==> config.mk <==
export PLATFORM = sky130hd
export DESIGN_NAME = voronoi_nearest_site_labeler_unit
export DESIGN_NICKNAME = d
export VERILOG_FILES = /design/src/vnsl_pkg.sv /design/src/vnsl_ctrl.sv /design/src/vnsl_datapath.sv /design/src/voronoi_nearest_site_labeler_unit.sv
export VERILOG_INCLUDE_DIRS = /design/src /design/src/src
export SDC_FILE = /design/constraint.sdc
export NUM_CORES = 2
export LEC_CHECK = 0
export BUFFER_PORTS_ARGS = -buffer_cell sky130_fd_sc_hd__buf_4
export CORE_ASPECT_RATIO = 1.75
export CORE_UTILIZATION = 45
export CTS_CLUSTER_SIZE = 8
export DETAILED_ROUTE_END_ITERATION = 8
export SLEW_MARGIN = 20
export SYNTH_ARGS = -nofsm -noshare
export SYNTH_HDL_FRONTEND = slang
export SYNTH_SLANG_ARGS = --single-unit
==> constraint.sdc <==
create_clock -name aclk -period 6 [get_ports aclk]
set_input_delay 0.3 -clock aclk [delete_from_list [all_inputs] [get_ports aclk]]
set_output_delay 0.3 -clock aclk [all_outputs]
set_load 0.005 [all_outputs]
==> src/voronoi_nearest_site_labeler_unit_assert.svh <==
// ----------------------------------------------------------------------------
// voronoi nearest site labeler assertion macros
// property wrappers on aclk, disabled while aresetn is low
// ----------------------------------------------------------------------------
`ifndef VORONOI_NEAREST_SITE_LABELER_UNIT_ASSERT_SVH
`define VORONOI_NEAREST_SITE_LABELER_UNIT_ASSERT_SVH

`ifndef SYNTH
// same-cycle implication
`define VNSL_ASSERT_NOW(label, ante, cons) \
    label: assert property (@(posedge aclk) disable iff (!aresetn) (ante) |-> (cons)) \
        else $error("vnsl assertion failed");
// next-cycle implication
`define VNSL_ASSERT_NEXT(label, ante, cons) \
    label: assert property (@(posedge aclk) disable iff (!aresetn) (ante) |=> (cons)) \
        else $error("vnsl assertion failed");
`else
`define VNSL_ASSERT_NOW(label, ante, cons)
`define VNSL_ASSERT_NEXT(label, ante, cons)
`endif

`endif

==> src/vnsl_pkg.sv <==
// ----------------------------------------------------------------------------
// vnsl_pkg
// shared types and constants of the nearest site labeler
// ----------------------------------------------------------------------------
package vnsl_pkg;

    // operation codes of an input word
    typedef enum logic [1:0] {
        OP_LOAD  = 2'd0,
        OP_CLEAR = 2'd1,
        OP_QUERY = 2'd2
    } vnsl_op_t;

    // fixed result field widths
    localparam int IDX_W  = 6;
    localparam int DIST_W = 19;
    localparam int CH_W   = 8;

    // marker color
    localparam logic [CH_W-1:0] MARK_R = 8'h07;
    localparam logic [CH_W-1:0] MARK_G = 8'hff;
    localparam logic [CH_W-1:0] MARK_B = 8'h07;

    // controller to datapath commands
    typedef struct packed {
        logic load_site;
        logic clear_sites;
        logic cap_query;
        logic issue;
        logic col_rd;
        logic put_result;
    } vnsl_cmd_t;

    // datapath to controller status
    typedef struct packed {
        logic count_zero;
        logic scan_last;
        logic pipe_busy;
        logic out_busy;
    } vnsl_stat_t;

endpackage

==> src/vnsl_ctrl.sv <==
// ----------------------------------------------------------------------------
// vnsl_ctrl
// sequencer: decodes input words and steps a query through scan and output
// ----------------------------------------------------------------------------
module vnsl_ctrl
    import vnsl_pkg::*;
(
    input  logic       aclk,
    input  logic       aresetn,
    input  logic       s_valid,
    output logic       s_ready,
    input  logic [1:0] s_op,
    input  logic       m_ready,
    input  vnsl_stat_t stat,
    output vnsl_cmd_t  cmd
);

    typedef enum logic [4:0] {
        ST_IDLE  = 5'b00001,
        ST_SCAN  = 5'b00010,
        ST_DRAIN = 5'b00100,
        ST_COLOR = 5'b01000,
        ST_WRITE = 5'b10000
    } state_t;

    state_t   state_reg;
    state_t   state_next;
    vnsl_op_t op;
    logic     accept;
    logic     out_free;

    assign s_ready  = (state_reg == ST_IDLE);
    assign accept   = s_valid && s_ready;
    assign op       = vnsl_op_t'(s_op);
    assign out_free = !stat.out_busy || m_ready;

    // next state and commands
    always_comb begin
        state_next = state_reg;
        cmd        = '0;
        unique case (state_reg)
            ST_IDLE: begin
                if (accept) begin
                    unique case (op)
                        OP_LOAD:  cmd.load_site   = 1'b1;
                        OP_CLEAR: cmd.clear_sites = 1'b1;
                        OP_QUERY: begin
                            cmd.cap_query = 1'b1;
                            state_next    = stat.count_zero ? ST_WRITE : ST_SCAN;
                        end
                        default: ;
                    endcase
                end
            end
            ST_SCAN: begin
                cmd.issue = 1'b1;
                if (stat.scan_last) begin
                    state_next = ST_DRAIN;
                end
            end
            ST_DRAIN: begin
                if (!stat.pipe_busy) begin
                    state_next = ST_COLOR;
                end
            end
            ST_COLOR: begin
                cmd.col_rd = 1'b1;
                state_next = ST_WRITE;
            end
            ST_WRITE: begin
                if (out_free) begin
                    cmd.put_result = 1'b1;
                    state_next     = ST_IDLE;
                end
            end
            default: state_next = ST_IDLE;
        endcase
    end

    // state register
    always_ff @(posedge aclk) begin
        if (!aresetn) begin
            state_reg <= ST_IDLE;
        end else begin
            state_reg <= state_next;
        end
    end

endmodule

==> src/vnsl_datapath.sv <==
// ----------------------------------------------------------------------------
// vnsl_datapath
// site memories, distance pipeline, nearest tracking and result register
// ----------------------------------------------------------------------------
`include "voronoi_nearest_site_labeler_unit_assert.svh"

module vnsl_datapath
    import vnsl_pkg::*;
#(
    parameter int MAX_SITES  = 64,
    parameter int COORD_BITS = 9
) (
    input  logic                  aclk,
    input  logic                  aresetn,
    input  vnsl_cmd_t             cmd,
    output vnsl_stat_t            stat,
    input  logic [COORD_BITS-1:0] s_pos_x,
    input  logic [COORD_BITS-1:0] s_pos_y,
    input  logic [CH_W-1:0]       s_red_in,
    input  logic [CH_W-1:0]       s_green_in,
    input  logic [CH_W-1:0]       s_blue_in,
    output logic                  m_valid,
    input  logic                  m_ready,
    output logic                  m_found,
    output logic [IDX_W-1:0]      m_site_index,
    output logic [DIST_W-1:0]     m_dist_sq,
    output logic                  m_on_marker,
    output logic [CH_W-1:0]       m_red,
    output logic [CH_W-1:0]       m_green,
    output logic [CH_W-1:0]       m_blue
);

    localparam int AW  = (MAX_SITES > 1) ? $clog2(MAX_SITES) : 1;
    localparam int CW  = $clog2(MAX_SITES + 1);
    localparam int SW  = 2 * COORD_BITS;
    localparam int DW  = SW + 1;
    localparam int COL = 3 * CH_W;

    // site storage
    logic [2*COORD_BITS-1:0] xy_mem  [MAX_SITES];
    logic [COL-1:0]          col_mem [MAX_SITES];

    logic [CW-1:0]         site_count_reg;
    logic                  table_full;
    logic [COORD_BITS-1:0] px_reg, py_reg;
    logic                  q_empty_reg;
    logic [AW-1:0]         scan_idx_reg;

    // pipeline registers
    logic                  p1_v_reg, p2_v_reg, p3_v_reg;
    logic [AW-1:0]         p1_idx_reg, p2_idx_reg, p3_idx_reg;
    logic [COORD_BITS-1:0] rx_reg, ry_reg;
    logic [COORD_BITS-1:0] dx_reg, dy_reg;
    logic [SW-1:0]         sqx_reg, sqy_reg;
    logic                  mk3_reg;
    logic [COORD_BITS-1:0] dx_next, dy_next;
    logic                  mk2;
    logic [DW-1:0]         dist_sum;

    // running best
    logic [DW-1:0]  best_d_reg;
    logic [AW-1:0]  best_idx_reg;
    logic           marker_reg;
    logic [COL-1:0] col_q_reg;

    // result register
    logic                  m_valid_reg;
    logic                  m_found_reg;
    logic [IDX_W-1:0]      m_site_index_reg;
    logic [DIST_W-1:0]     m_dist_sq_reg;
    logic                  m_on_marker_reg;
    logic [CH_W-1:0]       m_red_reg, m_green_reg, m_blue_reg;

    assign table_full = (site_count_reg >= CW'(MAX_SITES));

    // status
    assign stat.count_zero = (site_count_reg == '0);
    assign stat.scan_last  = ((CW'(scan_idx_reg) + CW'(1)) == site_count_reg);
    assign stat.pipe_busy  = p1_v_reg || p2_v_reg || p3_v_reg;
    assign stat.out_busy   = m_valid_reg;

    // site count
    always_ff @(posedge aclk) begin
        if (!aresetn) begin
            site_count_reg <= '0;
        end else if (cmd.clear_sites) begin
            site_count_reg <= '0;
        end else if (cmd.load_site && !table_full) begin
            site_count_reg <= site_count_reg + CW'(1);
        end
    end

    // memory write port
    always_ff @(posedge aclk) begin
        if (cmd.load_site && !table_full) begin
            xy_mem[site_count_reg[AW-1:0]]  <= {s_pos_x, s_pos_y};
            col_mem[site_count_reg[AW-1:0]] <= {s_red_in, s_green_in, s_blue_in};
        end
    end

    // query capture and scan index
    always_ff @(posedge aclk) begin
        if (cmd.cap_query) begin
            px_reg       <= s_pos_x;
            py_reg       <= s_pos_y;
            q_empty_reg  <= (site_count_reg == '0);
            scan_idx_reg <= '0;
        end else if (cmd.issue) begin
            scan_idx_reg <= scan_idx_reg + AW'(1);
        end
    end

    // stage valids
    always_ff @(posedge aclk) begin
        if (!aresetn) begin
            p1_v_reg <= 1'b0;
            p2_v_reg <= 1'b0;
            p3_v_reg <= 1'b0;
        end else begin
            p1_v_reg <= cmd.issue;
            p2_v_reg <= p1_v_reg;
            p3_v_reg <= p2_v_reg;
        end
    end

    // stage 1: coordinate read
    always_ff @(posedge aclk) begin
        {rx_reg, ry_reg} <= xy_mem[scan_idx_reg];
        p1_idx_reg       <= scan_idx_reg;
    end

    // stage 2: absolute differences
    assign dx_next = (px_reg >= rx_reg) ? (px_reg - rx_reg) : (rx_reg - px_reg);
    assign dy_next = (py_reg >= ry_reg) ? (py_reg - ry_reg) : (ry_reg - py_reg);

    always_ff @(posedge aclk) begin
        dx_reg     <= dx_next;
        dy_reg     <= dy_next;
        p2_idx_reg <= p1_idx_reg;
    end

    // stage 3: squares and marker test
    assign mk2 = (dx_reg <= COORD_BITS'(1)) && (dy_reg <= COORD_BITS'(1));

    always_ff @(posedge aclk) begin
        sqx_reg    <= dx_reg * dx_reg;
        sqy_reg    <= dy_reg * dy_reg;
        mk3_reg    <= mk2;
        p3_idx_reg <= p2_idx_reg;
    end

    // stage 4: sum and keep the nearest, lowest index on ties
    assign dist_sum = DW'(sqx_reg) + DW'(sqy_reg);

    always_ff @(posedge aclk) begin
        if (cmd.cap_query) begin
            marker_reg   <= 1'b0;
            best_d_reg   <= '0;
            best_idx_reg <= '0;
        end else if (p3_v_reg) begin
            if (p3_idx_reg == '0 || dist_sum < best_d_reg) begin
                best_d_reg   <= dist_sum;
                best_idx_reg <= p3_idx_reg;
            end
            if (mk3_reg) begin
                marker_reg <= 1'b1;
            end
        end
    end

    // color read of the winner
    always_ff @(posedge aclk) begin
        if (cmd.col_rd) begin
            col_q_reg <= col_mem[best_idx_reg];
        end
    end

    // result word valid
    always_ff @(posedge aclk) begin
        if (!aresetn) begin
            m_valid_reg <= 1'b0;
        end else if (cmd.put_result) begin
            m_valid_reg <= 1'b1;
        end else if (m_ready) begin
            m_valid_reg <= 1'b0;
        end
    end

    // result word payload
    always_ff @(posedge aclk) begin
        if (cmd.put_result) begin
            if (q_empty_reg) begin
                m_found_reg      <= 1'b0;
                m_site_index_reg <= '0;
                m_dist_sq_reg    <= '0;
                m_on_marker_reg  <= 1'b0;
                m_red_reg        <= '0;
                m_green_reg      <= '0;
                m_blue_reg       <= '0;
            end else begin
                m_found_reg      <= 1'b1;
                m_site_index_reg <= IDX_W'(best_idx_reg);
                m_dist_sq_reg    <= DIST_W'(best_d_reg);
                m_on_marker_reg  <= marker_reg;
                if (marker_reg) begin
                    m_red_reg   <= MARK_R;
                    m_green_reg <= MARK_G;
                    m_blue_reg  <= MARK_B;
                end else begin
                    m_red_reg   <= col_q_reg[3*CH_W-1:2*CH_W];
                    m_green_reg <= col_q_reg[2*CH_W-1:CH_W];
                    m_blue_reg  <= col_q_reg[CH_W-1:0];
                end
            end
        end
    end

    assign m_valid      = m_valid_reg;
    assign m_found      = m_found_reg;
    assign m_site_index = m_site_index_reg;
    assign m_dist_sq    = m_dist_sq_reg;
    assign m_on_marker  = m_on_marker_reg;
    assign m_red        = m_red_reg;
    assign m_green      = m_green_reg;
    assign m_blue       = m_blue_reg;

    // checks
    `VNSL_ASSERT_NOW(a_count_bound, 1'b1, site_count_reg <= CW'(MAX_SITES))
    `VNSL_ASSERT_NEXT(a_full_load_ignored, cmd.load_site && table_full, $stable(site_count_reg))
    `VNSL_ASSERT_NOW(a_issue_in_table, cmd.issue, CW'(scan_idx_reg) < site_count_reg)
    `VNSL_ASSERT_NOW(a_no_overwrite, cmd.put_result, !m_valid_reg || m_ready)

endmodule

==> src/voronoi_nearest_site_labeler_unit.sv <==
// ----------------------------------------------------------------------------
// voronoi_nearest_site_labeler_unit: brute force nearest site labeler
// load and clear words complete in the idle state; a query scans the stored
// sites one per cycle through the shared distance pipeline, drains it, reads
// the winner's color and writes the result; an empty table skips the scan
// one word is in work at a time; the result register frees the input side
// synchronous active-low reset empties the table and drops any pending result
// ----------------------------------------------------------------------------
module voronoi_nearest_site_labeler_unit
    import vnsl_pkg::*;
#(
    parameter int MAX_SITES  = 64,
    parameter int COORD_BITS = 9
) (
    input  logic                  aclk,
    input  logic                  aresetn,
    input  logic                  s_valid,
    output logic                  s_ready,
    input  logic [1:0]            s_op,
    input  logic [COORD_BITS-1:0] s_pos_x,
    input  logic [COORD_BITS-1:0] s_pos_y,
    input  logic [CH_W-1:0]       s_red_in,
    input  logic [CH_W-1:0]       s_green_in,
    input  logic [CH_W-1:0]       s_blue_in,
    output logic                  m_valid,
    input  logic                  m_ready,
    output logic                  m_found,
    output logic [IDX_W-1:0]      m_site_index,
    output logic [DIST_W-1:0]     m_dist_sq,
    output logic                  m_on_marker,
    output logic [CH_W-1:0]       m_red,
    output logic [CH_W-1:0]       m_green,
    output logic [CH_W-1:0]       m_blue
);

    vnsl_cmd_t  cmd;
    vnsl_stat_t stat;

    // sequencer
    vnsl_ctrl u_ctrl (
        .aclk    (aclk),
        .aresetn (aresetn),
        .s_valid (s_valid),
        .s_ready (s_ready),
        .s_op    (s_op),
        .m_ready (m_ready),
        .stat    (stat),
        .cmd     (cmd)
    );

    // storage and distance datapath
    vnsl_datapath #(
        .MAX_SITES  (MAX_SITES),
        .COORD_BITS (COORD_BITS)
    ) u_datapath (
        .aclk         (aclk),
        .aresetn      (aresetn),
        .cmd          (cmd),
        .stat         (stat),
        .s_pos_x      (s_pos_x),
        .s_pos_y      (s_pos_y),
        .s_red_in     (s_red_in),
        .s_green_in   (s_green_in),
        .s_blue_in    (s_blue_in),
        .m_valid      (m_valid),
        .m_ready      (m_ready),
        .m_found      (m_found),
        .m_site_index (m_site_index),
        .m_dist_sq    (m_dist_sq),
        .m_on_marker  (m_on_marker),
        .m_red        (m_red),
        .m_green      (m_green),
        .m_blue       (m_blue)
    );

endmodule
==> impl_metrics.json <==
{
  "synth_cell_types": 64,
  "setup-tns-final_ps": 0,
  "clock_skew_ps": 45.0,
  "cts_made_buffers": 407,
  "chipWidth_um": 385,
  "synth_area_um2": 116000,
  "hold_depth": 1,
  "vias": 56274,
  "switching_power_mw": 15.3,
  "grt_max_degree": 94,
  "pre_cts_ws_ps": 1110,
  "gr-usage-all-layers": 0.252,
  "r2r-end": "u_datapath.sqy_reg[17]$_DFF_P_",
  "holdPathEnd": "u_datapath.xy_mem[32][8]$_DFFE_PP_",
  "hold_violations": 0,
  "p_int_mw": 40.6,
  "r2r_start": "u_datapath.dy_reg[6]$_DFF_P_",
  "largest_reg_flops": 1536,
  "clk_pin_slew_ps": 50,
  "final_util": 0.524,
  "required_ps": 6740,
  "io_buffers": 100,
  "drtAntennaViolNets": 0,
  "synth_top_cell_area_share": 0.722,
  "path_cells": "inv_1, nor2_1, fa_1, fa_1, fa_1, inv_1, fa_1, inv_1, ha_1, a21o_1, a211o_1, a41o_1, a2111oi_0, nor3_1, xnor2_1",
  "ctsLongestPathBuffers": 4,
  "htreeDepth": 5,
  "worstRegToRegCells": 15,
  "cts_tree": "built",
  "critPathTopFamily": "adder cells",
  "nNetsFinal": 5979,
  "ys_warn_count": 0,
  "max_stage_delay_ps": 590,
  "first_iter_violations": 5905,
  "final_area_um2": 134000,
  "yosys.area.top_type": "edfxtp_1",
  "syn_nets": 5505,
  "synth-seq-area-share": 0.746,
  "crit_top_cell": "fa_1",
  "post_drt_wl_per_cell_um": 35.2,
  "post-cts-setup-buffers": 0,
  "tightest_slew_ps": 1150,
  "fin_ws_ps": 1100,
  "hp-class": "input pin to flip-flop",
  "areaGrowthSynthToFinish_pct": 15.5,
  "reg2reg_slack_ps": 1100,
  "critPathKind": "flip-flop to flip-flop",
  "start_util": 0.454,
  "crit_fanout": 12,
  "core_area_um2": 255000,
  "postPlaceCellArea_um2": 122000,
  "crit_slowest_cell": "dfxtp_1",
  "dp_hpwl_um": 186000,
  "power_frac_clock": 0.366,
  "switching_share": 0.274,
  "gp_congestion": 0.837,
  "vias_per_cell": 6.11,
  "drive_gt1_frac": 0.285,
  "min_period_ps": 4900,
  "drc": 0,
  "outcome": "completed",
  "fp-row-count": 245,
  "pwr_density_cell_nw_per_um2": 418,
  "syn_inst": 5245,
  "rsz0062_at_grt": "false",
  "instances_no_fill": 9210,
  "comb_power_share": 0.221,
  "postSynth.asyncResetShare": 0,
  "antenna_found_initial": 15,
  "synth_area_leaders": "edfxtp_1 72%, mux4_2 17%, dfxtp_1 2.4%",
  "crit_buf_inv": 3,
  "min_from": "s_pos_y[8]",
  "end_kind": "flip-flop",
  "maxCapViolations": 0,
  "die_y_um": 673,
  "max_freq_ghz": 0.204,
  "gr-total-overflow": 0,
  "dieArea_um2": 259000,
  "slew_violations": 0,
  "grt_pass1_wl_um": 452000,
  "whs_ps": 40.8,
  "total_power_mw": 55.9,
  "startpoint_type": "flip-flop",
  "yosys_register_bits": 2919,
  "fin_crit_sh": 0.816,
  "cts-root-buf": "clkbuf_16",
  "drtPass1Iterations": 5,
  "io_pins": 101,
  "ir_drop_uv": 770,
  "wirelength_um": 324000,
  "nFillCells": 19536,
  "p_seq_frac": 0.413,
  "cp.arrival_ps": 5630,
  "syn-mean-instance-area_um2": 22.1,
  "place_inst": 8599,
  "cts_resized": 0,
  "synth_flop_cell": "edfxtp_1",
  "clkLatencyLatePin_ps": 890,
  "grt_pass1_vias": 59078,
  "cts_num_sinks": 2919,
  "relSlewSlack": 0.231,
  "leakagePower_nw": 42.2,
  "setup_viol": 0,
  "synth_edf_count": 2782
}
-- cells in the final DEF (no fill, tap or decap), types with 55 or more instances in the layout --
master,n
mux4_2,875
dfxtp_1,125
nor2_4,65
inv_1,208
and2_1,55
buf_4,211
ha_1,141
nor2_1,132
clkbuf_1,135
buf_12,60
clkbuf_16,412
edfxtp_1,2782
fa_1,71
nand2_1,82
a21oi_1,55
-- layer usage --
metal	global-route usage	wire length, um	vias up
met4	0.0959	12900	8
met5	0	49	-
met1	0.294	113000	30932
met3	0.0346	18800	611
li1	-	-	22480
met2	0.464	179000	2243
-- how the worst max path moves through the flow --
stage                                  from                        endpoint  slack [ps]  cells after the start
2_1_floorplan  u_datapath.dy_reg[6]$_DFF_P_  u_datapath.sqy_reg[17]$_DFF_P_        1430                     18
3_3_place_gp   u_datapath.dx_reg[2]$_DFF_P_  u_datapath.sqx_reg[16]$_DFF_P_        1120                     16
3_5_place_dp   u_datapath.dx_reg[2]$_DFF_P_  u_datapath.sqx_reg[16]$_DFF_P_        1110                     16
4_1_cts        u_datapath.dx_reg[2]$_DFF_P_  u_datapath.sqx_reg[16]$_DFF_P_        1070                     16
5_1_grt        u_datapath.dy_reg[2]$_DFF_P_  u_datapath.sqy_reg[17]$_DFF_P_         760                     17
6_report       u_datapath.dy_reg[6]$_DFF_P_  u_datapath.sqy_reg[17]$_DFF_P_        1100                     15
-- area by class of cell --
class,instances,area [um2],share of cell area
Sequential cell,2919,86300,0.646
Clock inverter,16,254,0.00190
Tap cell,3334,4170,0.0312
Timing Repair Buffer,317,3260,0.0244
Multi-Input combinational cell,1865,28000,0.209
Antenna cell,2,5.00,0.0000375
Clock buffer,548,10800,0.0811
Inverter,209,785,0.00587
-- cell families (layout without fill, tap and decap cells) --
kind of cell,after synthesis,count (layout),synth area share
fa+ha+maj,212,212,0.0275
xor+xnor,73,73,0.00553
mux,926,926,0.175
compound gates,189,189,0.0104
simple gates,465,465,0.0193
buf+inv,461,1090,0.0165
flops,2919,2919,0.746
other cells,0,2,0
-- timing repair --
item / 4_1_cts / 5_1_grt
endpoints found under the setup margin: 0 / 0
hold buffers: 45 / 0
endpoints found under the hold margin: 2567 / 0
-- synthesized netlist by cell type, types with 31 or more instances --
master,instances
xnor2_1,45
nand2_1,82
nor2_1,197
a21o_1,31
fa_1,71
mux4_2,875
nor2b_1,32
and2_1,55
dfxtp_1,137
a21oi_1,55
o21ai_0,35
clkbuf_1,139
mux2i_1,42
buf_2,63
edfxtp_1,2782
ha_1,141
inv_1,209
-- power by group through the flow --
stage	clock network (mW)	logic, mW	registers (mW)
global route	21.5	14.0	23.1
CTS	20.7	12.6	23.1
global placement	0	12.3	23.5
floorplan	0	9.58	23.3
detailed placement	0	12.4	23.5
finish	20.5	12.3	23.1
Power figures use the tool's default switching activity.
